===== src/rtl/epoch_reclaim_queue_unit_assert.svh =====
// Assertion macros shared by the epoch reclaim queue modules.
`ifndef EPOCH_RECLAIM_QUEUE_UNIT_ASSERT_SVH
`define EPOCH_RECLAIM_QUEUE_UNIT_ASSERT_SVH

// The consequent must hold in the same cycle as the antecedent.
`define ERQ_ASSERT_IMPLY(label, clk, rst, ante, cons, msg) \
   label: assert property (@(posedge clk) disable iff (rst) (ante) |-> (cons)) \
      else $error(msg);

// The consequent must hold in the cycle after the antecedent.
`define ERQ_ASSERT_NEXT(label, clk, rst, ante, cons, msg) \
   label: assert property (@(posedge clk) disable iff (rst) (ante) |=> (cons)) \
      else $error(msg);

`endif


===== src/rtl/erq_pkg.sv =====
`timescale 1ns / 1ps
package erq_pkg;

   localparam int NUM_THREADS_DEF = 8;
   localparam int QUEUE_DEPTH_DEF = 32;

   localparam int OP_W     = 3;
   localparam int TID_W    = 3;
   localparam int WORD_W   = 64;
   localparam int LIMIT_W  = 8;
   localparam int KIND_W   = 2;
   localparam int COUNT_W  = 6;

   typedef enum logic [2:0] {
      OP_STAGE,
      OP_SET,
      OP_ADVANCE,
      OP_COLLECT,
      OP_REGISTER,
      OP_UNREGISTER,
      OP_NOP
   } op_type;

   typedef enum logic [KIND_W-1:0] {
      KIND_ACK    = 2'd0,
      KIND_FAIL   = 2'd1,
      KIND_FREED  = 2'd2,
      KIND_DONE   = 2'd3
   } kind_type;

   typedef enum logic [1:0] {
      BK_IDLE,
      BK_SCAN,
      BK_CHECK,
      BK_READ
   } bk_state_type;

   typedef struct packed {
      op_type               op;
      logic                 tid_ok;
      logic [TID_W-1:0]     thread_id;
      logic [WORD_W-1:0]    epoch_value;
      logic [WORD_W-1:0]    object_handle;
      logic [LIMIT_W-1:0]   free_limit;
   } cmd_type;

endpackage


===== src/rtl/erq_cmd_fifo.sv =====
`timescale 1ns / 1ps
module erq_cmd_fifo (
   input  logic             clock,
   input  logic             reset,
   input  logic             push,
   input  erq_pkg::cmd_type push_cmd,
   output logic             full,
   input  logic             pop,
   output logic             cmd_valid,
   output erq_pkg::cmd_type cmd
);
   import erq_pkg::*;

   `include "epoch_reclaim_queue_unit_assert.svh"

   cmd_type    slot_ff [2];
   logic       wr_ptr_ff, wr_ptr_in;
   logic       rd_ptr_ff, rd_ptr_in;
   logic [1:0] count_ff, count_in;

   assign full      = (count_ff == 2'd2);
   assign cmd_valid = (count_ff != 2'd0);
   assign cmd       = slot_ff[rd_ptr_ff];

   always_comb begin
      wr_ptr_in = push ? ~wr_ptr_ff : wr_ptr_ff;
      rd_ptr_in = pop ? ~rd_ptr_ff : rd_ptr_ff;
      count_in  = count_ff + 2'(push) - 2'(pop);
   end

   always_ff @(posedge clock) begin
      if (reset) begin
         wr_ptr_ff <= 1'b0;
         rd_ptr_ff <= 1'b0;
         count_ff  <= 2'd0;
      end else begin
         wr_ptr_ff <= wr_ptr_in;
         rd_ptr_ff <= rd_ptr_in;
         count_ff  <= count_in;
      end
   end

   always_ff @(posedge clock) begin
      if (push) begin
         slot_ff[wr_ptr_ff] <= push_cmd;
      end
   end

   `ERQ_ASSERT_IMPLY(a_no_overflow, clock, reset, push, !full, "push into a full queue")
   `ERQ_ASSERT_IMPLY(a_no_underflow, clock, reset, pop, cmd_valid, "pop from an empty queue")
   `ERQ_ASSERT_IMPLY(a_count_range, clock, reset, 1'b1, count_ff != 2'd3, "queue count corrupt")
endmodule


===== config.mk =====
export PLATFORM = sky130hd
export DESIGN_NAME = erq_cmd_fifo
export DESIGN_NICKNAME = d
export VERILOG_FILES = /design/src/rtl/erq_pkg.sv /design/src/rtl/erq_cmd_fifo.sv
export VERILOG_INCLUDE_DIRS = /design/src /design/src/rtl
export SDC_FILE = /design/constraint.sdc
export NUM_CORES = 1
export LEC_CHECK = 0
export BUFFER_PORTS_ARGS = -buffer_cell sky130_fd_sc_hd__buf_4
export CAP_MARGIN = 15
export CORE_MARGIN = 2
export CORE_UTILIZATION = 44
export CTS_CLUSTER_SIZE = 8
export DETAILED_ROUTE_END_ITERATION = 6
export PLACE_DENSITY_LB_ADDON = 0.3
export SYNTH_ARGS = -nofsm -noshare
export SYNTH_HDL_FRONTEND = slang
export SYNTH_SLANG_ARGS = --single-unit

===== constraint.sdc =====
create_clock -name clock -period 7 [get_ports clock]
set_input_delay 0.35 -clock clock [delete_from_list [all_inputs] [get_ports clock]]
set_output_delay 0.35 -clock clock [all_outputs]
set_load 0.1 [all_outputs]

After elaboration in Yosys (flattened, before gate mapping)
Memory sizes are Yosys's and may differ from the RTL's. A register that Yosys moved wholly into a read port is not among the register bits.
Cells that the tools add are included.
- RAM bits: 286
- output and inout port bits: 145
- flip-flop bits (word level): 4
- logic and storage cells: 14
- memories kept: 1
- bits of input ports: 147
- memory list (memory ; words ; bits a word ; rd ports ; clocked after memory_dff ; wr ports ; line ; text):
    slot_ff ; 2 ; 143 ; 1 ; 1 ; 1 ; erq_cmd_fifo.sv:16 ; cmd_type slot_ff [2];
- $add $sub $neg: 2
- eq/ne operators: 1
- bitwise operators: 2
- mux-type cells: 4
- reduce and logical (&&, ||, !) cells: 1
- operators by type and width (operator ; number):
    1-bit two-way mux ; 4
    2-bit by 1-bit adder with 2-bit output ; 1
    2-bit == test (second input constant) ; 1
    1-bit inverter ; 2
    2-bit nonzero test ; 1
    2-bit by 1-bit subtractor with 2-bit output ; 1

Longest topological paths before layout
Gate-level depths: netlist (run 1).
- word-level depth: 3
- depth in mapped cells: 6
- depth with buffers taken out: 6

Worst setup path before layout (run 1)
Ideal clock, no wire load.
- path kind: register -> register
- start: reg wr_ptr_ff
- end: mem slot_ff[0][0] in the netlist's numbering, enable pin
- stages on the path, launching flop included: 2
- clock period less this slack: 7.308 ns
- slack: -0.308 ns
- library setup time: 0.664 ns
- arrival time: 6.644 ns
- data required time: 6.336 ns
- cell sequence: dfxtp_1 > nor2b_1
- RTL lines (item ; line ; text):
    from (decl) ; erq_cmd_fifo.sv:17 ; logic wr_ptr_ff, wr_ptr_in;
    from (signal assigned) ; erq_cmd_fifo.sv:37 ; wr_ptr_ff <= wr_ptr_in;
    to (decl) ; erq_cmd_fifo.sv:16 ;
No word-level cell before the write port.

==> results of run 1 <==
-- path summary, 6_finish.rpt --
| check | from | end | slack [ns] | depth (start not counted) |
|---|---|---|---|---|
| hold / removal | push_cmd[7] | slot_ff[1][7] | 0.03 | 1 |
| setup / recovery | flop | cmd[70] | 3.44 | 3 |
| hold reg to reg | rd_ptr_ff | rd_ptr_ff | 0.52 | 2 |
| setup reg to reg | wr_ptr_ff | slot_ff[1][45] | 4.35 | 2 |
-- cells by family (layout without fill, tap and decap cells) --
kind of cell | count (synthesis) | in the layout | share of synthesized area (%)
simple gates | 9 | 9 | 0.428
flops | 291 | 291 | 80.3
buf+inv | 18 | 353 | 1.33
fa+ha+maj | 2 | 2 | 0.231
xor+xnor | 3 | 3 | 0.370
mux | 143 | 143 | 17.3
-- power by group through the flow --
stage | Clock [mW] | Sequential [mW] | Combinational (mW)
2_1_floorplan | 0 | 2.10 | 0.937
3_3_place_gp | 0 | 2.11 | 1.16
3_5_place_dp | 0 | 2.12 | 1.18
4_1_cts | 1.83 | 2.09 | 1.18
5_1_grt | 1.91 | 2.09 | 1.20
6_report | 1.78 | 2.08 | 1.17
-- flip-flops by register name (all words and copies together) (netlist names), named ones only --
name	flops
rd_ptr_ff	1
slot_ff	286
wr_ptr_ff	1
count_ff	2
-- cells in the final DEF (no fill, tap or decap) --
| cell type | netlist | final |
|---|---|---|
| nor2b_1 | 3 | 2 |
| dfxtp_1 | 5 | 4 |
| xnor3_1 | 1 | 1 |
| inv_1 | 2 | 2 |
| clkbuf_16 | 0 | 45 |
| or2_2 | 1 | 1 |
| nor2b_4 | 0 | 1 |
| and2_4 | 0 | 1 |
| dfxtp_4 | 0 | 1 |
| clkbuf_1 | 0 | 9 |
| clkbuf_8 | 0 | 1 |
| nor2_1 | 4 | 4 |
| edfxtp_1 | 286 | 286 |
| mux2_4 | 70 | 70 |
| ha_1 | 2 | 2 |
| xnor2_1 | 2 | 2 |
| mux2_2 | 73 | 73 |
| buf_4 | 0 | 296 |
-- worst max-delay path: stages (launching register included) --
cell and delay, ns:
dfxtp_4 0.96, buf_4 0.94, mux2_2 0.44, buf_4 0.24
-- cell type report --
type | count | area, sq um
inverter | 2 | 7.51
clock buffer | 55 | 1170
fill | 1815 | 9750
multi-input combinational | 157 | 1990
sequential | 291 | 8690
tap | 324 | 405
timing repair buffer | 296 | 2220
-- routing by layer --
metal | vias to the layer above | wire length [microns] | global-route usage [%]
li1 | 2487 | - | -
met1 | 2619 | 8630 | 20.4
met2 | 254 | 9800 | 25.5
met3 | 39 | 2000 | 5.53
met4 | 0 | 435 | 4.79
met5 | - | 0 | 0
-- through the flow --
stage	cell area [sq um]	power (mW)	util [%]
global placement	13300	3.27	54.9
detailed placement	13300	3.29	54.9
finish	14500	5.04	59.8
CTS	14500	5.10	59.8
floorplan	10800	3.04	-
global route	14500	5.21	59.8
==> impl_metrics.ini, run 1 <==
[power]
power_density_nw_per_um2 = 347
worst_ir_drop_vdd_v = 0.000198
sequentialPowerShare_pct = 41.4
swShare_pct = 30.8
leakagePower_nw = 5.59
p_int_mw = 3.49
combinationalPowerShare_pct = 23.2
switchingPower_mw = 1.55
power_frac_clock_pct = 35.4

[grt]
grt_first_pass_wirelength_mm = 31.7
grt_use_total_pct = 15.8
grt_pass1_vias = 5759
antenna_found_initial = 0
grt-ovfl-total = 0
grt_max_degree = 77

[setup_path]
cp_max_fo = 67
cp-end-kind = primary output
worstPathArrival_ns = 3.21
crit_required_ns = 6.65
worstSetupPathType = flop to primary output
start_kind = flop

[route]
drc = 0
drt_iter0_drc = 280
antenna_left = 0
routed_wl_mm = 20.9
avgRoutedWirePerCell_microns = 18.5
firstDrtPassIters = 4
via_per_inst = 4.80
vias = 5399

[timing]
finalSetupViolCount = 0
rsz0062_at_grt = no
hold_viol = 0
post-route-period-util_pct = 50.9
tightest_slew_ns = 1.06
fin_tns_setup_ns = 0
finalWorstSetupSlack_ns = 3.44
slew_viol_final = 0
fmax_ghz = 0.281
max_slew_margin_pct = 29.6
hold_ws_ns = 0.0293
min_period_ns = 3.56
fin_skew_ns = 0.0113

[synthesis]
ys_seq_elements = 291
synth_ff_type = edfxtp_1
synth_area_sq_um = 10800
synth_top_area_share_pct = 79.4
synth_cell_types = 14
syn_nets = 615
synth_warnings = 0
synth_edf_count = 286
ys_seq_area_share_pct = 80.3
synthTopCellsByArea = edfxtp_1, mux2_4, mux2_2, buf_6, dfxtp_1
avgSynthCellArea_sq_um = 23.2
synthArstFlopShare_pct = 0
synth_most_common_cell = edfxtp_1
yosys.area.top_type = edfxtp_1
synth_commonest_cells = edfxtp_1, mux2_2, mux2_4
syn_inst = 466

[floorplan]
io_pins = 292
num_rows = 57
die_y_microns = 161
die_w_microns = 161
initial_core_util_pct = 44.6
dieArea_sq_um = 25900
core_sq_um = 24200

[layout]
num_antenna_cells = 0
final_cells = 1125
nets = 939
drive_gt1_share_pct = 61.0
area_growth_pct = 34.0

[clock_tree]
clk_pin_slew_ns = 0.05
clockBufferDepth = 3
insertion_delay_ns = 0.50
cts.sinks = 291
cts_tree = yes
postCtsSetupRepairBufs = 0
cts_root_buf = clkbuf_16
htreeDepth = 2
cts-buffers-inserted = 42
cts_resized = 0
hold_buffers = 0

[outcome]
run_status = finished, final reports clean

[placed_design]
gp_congestion = 0.768
post-place-ws_ns = 3.96
dp_cells = 1070
io_buffers = 291
dpl.hpwl_mm = 13.6

[job]
cap_viol_max_count = 0

[worst_hold_path]
hold_path_class = input pin to flop
(Power assumes the default switching activity.)
==> inputs of run 2 (changes only) <==
- clock period: 7 -> 3.55 ns (I/O delays scaled with it)
==> run 2 against run 1 <==
Net effect:
- via count rose by 12%
- sequential share of layout area fell by 5.8 points
- first-iteration DRC count rose by 26%
- non-clock buffer count up 148
- critical path type unchanged
- largest power group unchanged
==> impl_metrics.ini, run 2 (synthesis gave the netlist of run 1 again) <==
[layout]
seqCellArea_sq_um = 8690
mostFrequentLayoutCell = buf_4
fin_area_sq_um = 16000
largest_register_ffs = 286
multi_input_area_sq_um = 1990
final_cell_mix = buf_4, edfxtp_1, dlygate4sd3_1, mux2_2, mux2_4
reg_top3 = slot_ff: 286 flops, count_ff: 2 flops
nets = 1087
num-fill-cells = 1569
drive_gt1_share_pct = 51.3
top_register = slot_ff
final_cells = 1280
area_growth_pct = 48.3

[placed_design]
dpl.hpwl_mm = 13.7
dpl_cell_area_sq_um = 13400
io_buffers = 291
post-place-ws_ns = 1.47
gp_congestion = 0.774
dp_cells = 1071

[floorplan]
dieArea_sq_um = 25900
io_pins = 292
core_sq_um = 24200
die_y_microns = 161
initial_core_util_pct = 44.6
num_rows = 57
die_w_microns = 161

[power]
switchingPower_mw = 3.11
p_int_mw = 6.99
combinationalPowerShare_pct = 24.4
swShare_pct = 30.8
power_frac_clock_pct = 35.0
power_density_nw_per_um2 = 630
sequentialPowerShare_pct = 40.6
leakagePower_nw = 6.22
worst_ir_drop_vdd_v = 0.000513

[clock_tree]
hold_buffers = 147
insertion_delay_ns = 0.50
htreeDepth = 2
cts.sinks = 291
postCtsSetupRepairBufs = 0
cts_root_buf = clkbuf_16
clockBufferDepth = 3
cts_resized = 0
cts_tree = yes
cts-buffers-inserted = 42
clk_pin_slew_ns = 0.05

[setup_path]
r2r-end = slot_ff[1][42]
cp_max_fo = 52
worstPathArrival_ns = 2.38
crit_required_ns = 3.37
endpoint = cmd[62]
reg2reg_depth = 2
r2r-start = wr_ptr_ff
start_kind = flop
worstSetupPathType = flop to primary output
r2r_slack_ns = 1.56
cp-end-kind = primary output

[job]
cap_viol_max_count = 0

[timing]
fmax_ghz = 0.391
hold_viol = 0
finalSetupViolCount = 0
hold_ws_ns = 0.400
slew_viol_final = 0
post-route-period-util_pct = 72.1
finalWorstSetupSlack_ns = 0.989
fin_skew_ns = 0.00646
min_period_ns = 2.56
rsz0062_at_grt = no
max_slew_margin_pct = 45.1
tightest_slew_ns = 0.824
fin_tns_setup_ns = 0

[route]
firstDrtPassIters = 4
avgRoutedWirePerCell_microns = 18.0
drc = 0
vias = 6067
antenna_left = 0
drt_iter0_drc = 352
via_per_inst = 4.74
routed_wl_mm = 23.1

[worst_hold_path]
hold_path_class = input pin to flop

[grt]
grt_pass1_vias = 6616
grt-ovfl-total = 0
grt_first_pass_wirelength_mm = 35.3
grt_max_degree = 91
grt_use_total_pct = 17.4
antenna_found_initial = 1

[outcome]
run_status = finished, final reports clean
[run 2: power groups by stage]
| stage | combinational, mW | clock (mW) | sequential (mW) |
|---|---|---|---|
| floorplan | 1.85 | 0 | 4.13 |
| global placement | 2.31 | 0 | 4.15 |
| detailed placement | 2.33 | 0 | 4.16 |
| CTS | 2.47 | 3.62 | 4.10 |
| global route | 2.54 | 3.78 | 4.12 |
| finish | 2.47 | 3.54 | 4.10 |
[run 2: how the worst min path moves through the flow]
stage             startpoint              end  depth (start not counted)  slack, ns
4_1_cts         push_cmd[59]   slot_ff[0][59]                          2       0.37
3_3_place_gp   push_cmd[142]  slot_ff[0][142]                          1       0.36
2_1_floorplan          reset      count_ff[0]                          1       0.25
5_1_grt         push_cmd[39]   slot_ff[0][39]                          2       0.38
3_5_place_dp    push_cmd[14]   slot_ff[0][14]                          1       0.36
6_report        push_cmd[47]   slot_ff[1][47]                          2       0.40
[run 2: area by class of cell]
class | count | area share (%)
multi-input combinational | 157 | 12.4
tap | 324 | 2.53
inverter | 2 | 0.0468
clock inverter | 1 | 0.0468
sequential | 291 | 54.2
clock buffer | 60 | 7.37
timing repair buffer | 444 | 23.4
antenna | 1 | 0.0156
[run 2: metal layers]
layer / part of all wire (%) / GRT usage, % / vias up
met5: 0 / 0 / -
met4: 1.5 / 5.11 / 0
met3: 8.1 / 5.81 / 33
met2: 50 / 29.9 / 267
met1: 40 / 21.0 / 2976
li1: - / - / 2791
[run 2: critical path, stage by stage, from the launching register on]
cell and delay, ns:
dfxtp_4 0.83, buf_12 0.39, mux2_2 0.39, buf_4 0.23
[run 2: through the flow]
stage               util (%)  total power [mW]
floorplan                  -              5.98
global placement        55.2              6.46
detailed placement      55.2              6.50
CTS                     66.2              10.2
global route            66.2              10.4
finish                  66.2              10.1
==> inputs of run 3 (changes only) <==
- clock period: 3.55 -> 2.15 ns (I/O delays scaled with it)
==> run 3 against run 2 <==
Net effect:
- sequential share of layout area is 0.27 points lower
- final cell count is 0.31% higher
- register-to-register slack worse by 0.94 ns
- total power is 66% higher
- largest cell class unchanged
- clock-buffer cell count is 1 higher
- sequential power is 64% higher
- utilization is 0.34 points higher
- setup slack worse by 0.85 ns
- critical endpoint is now cmd[39]
==> impl_metrics.ini, run 3 (synthesis gave the netlist of run 1 again) <==
[clock_tree]
cts_root_buf = clkbuf_16
insertion_delay_ns = 0.50
cts_tree = yes
cts-buffers-inserted = 42
cts.sinks = 291
clockBufferDepth = 3
htreeDepth = 2
clk_pin_slew_ns = 0.05

[grt]
grt_use_total_pct = 17.7
grt-ovfl-total = 0
grt_pass1_vias = 6736
antenna_found_initial = 1
grt_max_degree = 87
grt_first_pass_wirelength_mm = 35.7

[worst_hold_path]
hold_end = slot_ff[1][53]
min_path_cells = 2
min_from = push_cmd[53]
hold_path_class = input pin to flop

[placed_design]
dp_cells = 1072
io_buffers = 291
post-place-ws_ns = 0.522
dpl.hpwl_mm = 13.8
gp_congestion = 0.741

[layout]
final_util_pct = 66.5
reg_top3 = slot_ff: 286 flops, count_ff: 2 flops
largest_register_ffs = 286
drive_gt1_share_pct = 51.5
multi_input_area_sq_um = 1990
nets = 1089
final_cells = 1284
mostFrequentLayoutCell = buf_4
final_cell_mix = buf_4, edfxtp_1, dlygate4sd3_1, mux2_2, mux2_4
seqCellArea_sq_um = 8690
num-fill-cells = 1595
area_growth_pct = 49.1
top_register = slot_ff

[power]
p_int_mw = 11.6
switchingPower_mw = 5.16
sequentialPowerShare_pct = 40.3
swShare_pct = 30.8
power_density_nw_per_um2 = 1040
combinationalPowerShare_pct = 24.7
worst_ir_drop_vdd_v = 0.000773
leakagePower_nw = 6.26
power_frac_clock_pct = 35.0

[route]
drt_iter0_drc = 302
firstDrtPassIters = 4
via_per_inst = 4.72
vias = 6063
drc = 0
antenna_left = 0
avgRoutedWirePerCell_microns = 18.0
routed_wl_mm = 23.1

[setup_path]
cp_max_fo = 50
worstPathArrival_ns = 1.90
r2r-start = wr_ptr_ff
worstSetupPathType = flop to primary output
r2r-end = slot_ff[1][88]
crit_slowest_cell = dfxtp_4
crit_chain = buf_16 > mux2_2 > buf_4
cp-end-kind = primary output
r2r_slack_ns = 0.62
reg2reg_depth = 2
start_kind = flop
critPathMaxStageDelay_ns = 0.43
crit_required_ns = 2.04

[outcome]
run_status = finished, final reports clean

[floorplan]
num_rows = 57
io_pins = 292
die_y_microns = 161
core_sq_um = 24200
dieArea_sq_um = 25900
initial_core_util_pct = 44.6
die_w_microns = 161

[timing]
rsz0062_at_grt = no
post-route-period-util_pct = 93.5
min_period_ns = 2.01
finalSetupViolCount = 0
max_slew_margin_pct = 65.5
fmax_ghz = 0.498
fin_skew_ns = 0.0166
finalWorstSetupSlack_ns = 0.141
hold_viol = 0
tightest_slew_ns = 0.517
slew_viol_final = 0

[job]
cap_viol_max_count = 0
[run 3: cell types whose count changed in the layout (fill, tap and decap cells not counted), sizes merged]
cell / before / now
buf: 297 / 299
clkbuf: 60 / 61
diode: 1 / 2
[run 3: layout make-up]
class                   count  share of cell area [%]
repair buffers            446                    23.7
clock buffers              61                    7.36
inverters                   2                  0.0466
clock inverters             1                  0.0466
diodes                      2                  0.0310
flip-flops and latches    291                    53.9
well taps                 324                    2.51
multi-input cells         157                    12.4
[run 3: repair_timing]
action	CTS	global route
setup buffers	1	0
resized for setup	3	0
hold endpoints to repair	291	0
endpoints found under the setup margin	9	0
hold buffers	147	0
[run 3: stage by stage]
| stage | TNS (ns) | total power, mW | hold WS [ns] | cell area, sq um |
|---|---|---|---|---|
| 2_1_floorplan | -163.03 | 9.87 | 0.172 | 10800 |
| 3_3_place_gp | 0 | 10.7 | 0.292 | 13400 |
| 3_5_place_dp | 0 | 10.7 | 0.295 | 13400 |
| 4_1_cts | 0 | 16.9 | 0.305 | 16100 |
| 5_1_grt | 0 | 17.3 | 0.316 | 16100 |
| 6_report | 0 | 16.7 | 0.330 | 16100 |
[run 3: how the worst max path moves through the flow]
stage	start	to	slack [ns]	cells past startpoint
6_report	flop	cmd[39]	0.14	3
5_1_grt	flop	cmd[39]	0.08	3
4_1_cts	flop	cmd[19]	0.12	3
3_5_place_dp	flop	cmd[19]	0.52	3
3_3_place_gp	flop	cmd[32]	0.55	3
2_1_floorplan	wr_ptr_ff	slot_ff[0][0]	-0.72	1
[run 3: power by group through the flow]
stage / logic, mW / registers, mW / clock network [mW]
3_5_place_dp: 3.89 / 6.85 / 0
4_1_cts: 4.15 / 6.74 / 5.99
3_3_place_gp: 3.85 / 6.83 / 0
6_report: 4.14 / 6.74 / 5.85
2_1_floorplan: 3.05 / 6.82 / 0
5_1_grt: 4.26 / 6.76 / 6.25
[run 3: metal layers]
layer | up-vias | track usage (%) | share of wire (%)
met5 | - | 0 | 0
li1 | 2795 | - | -
met3 | 42 | 4.83 | 7.2
met1 | 2972 | 20.7 | 39
met2 | 254 | 31.6 | 52
met4 | 0 | 5.72 | 2.2
[run 3: critical path: cells and delay by family (launching register included)]
family | cells | cell delay [ns]
flops | 1 | 0.43
mux | 1 | 0.40
buf+inv | 2 | 0.51
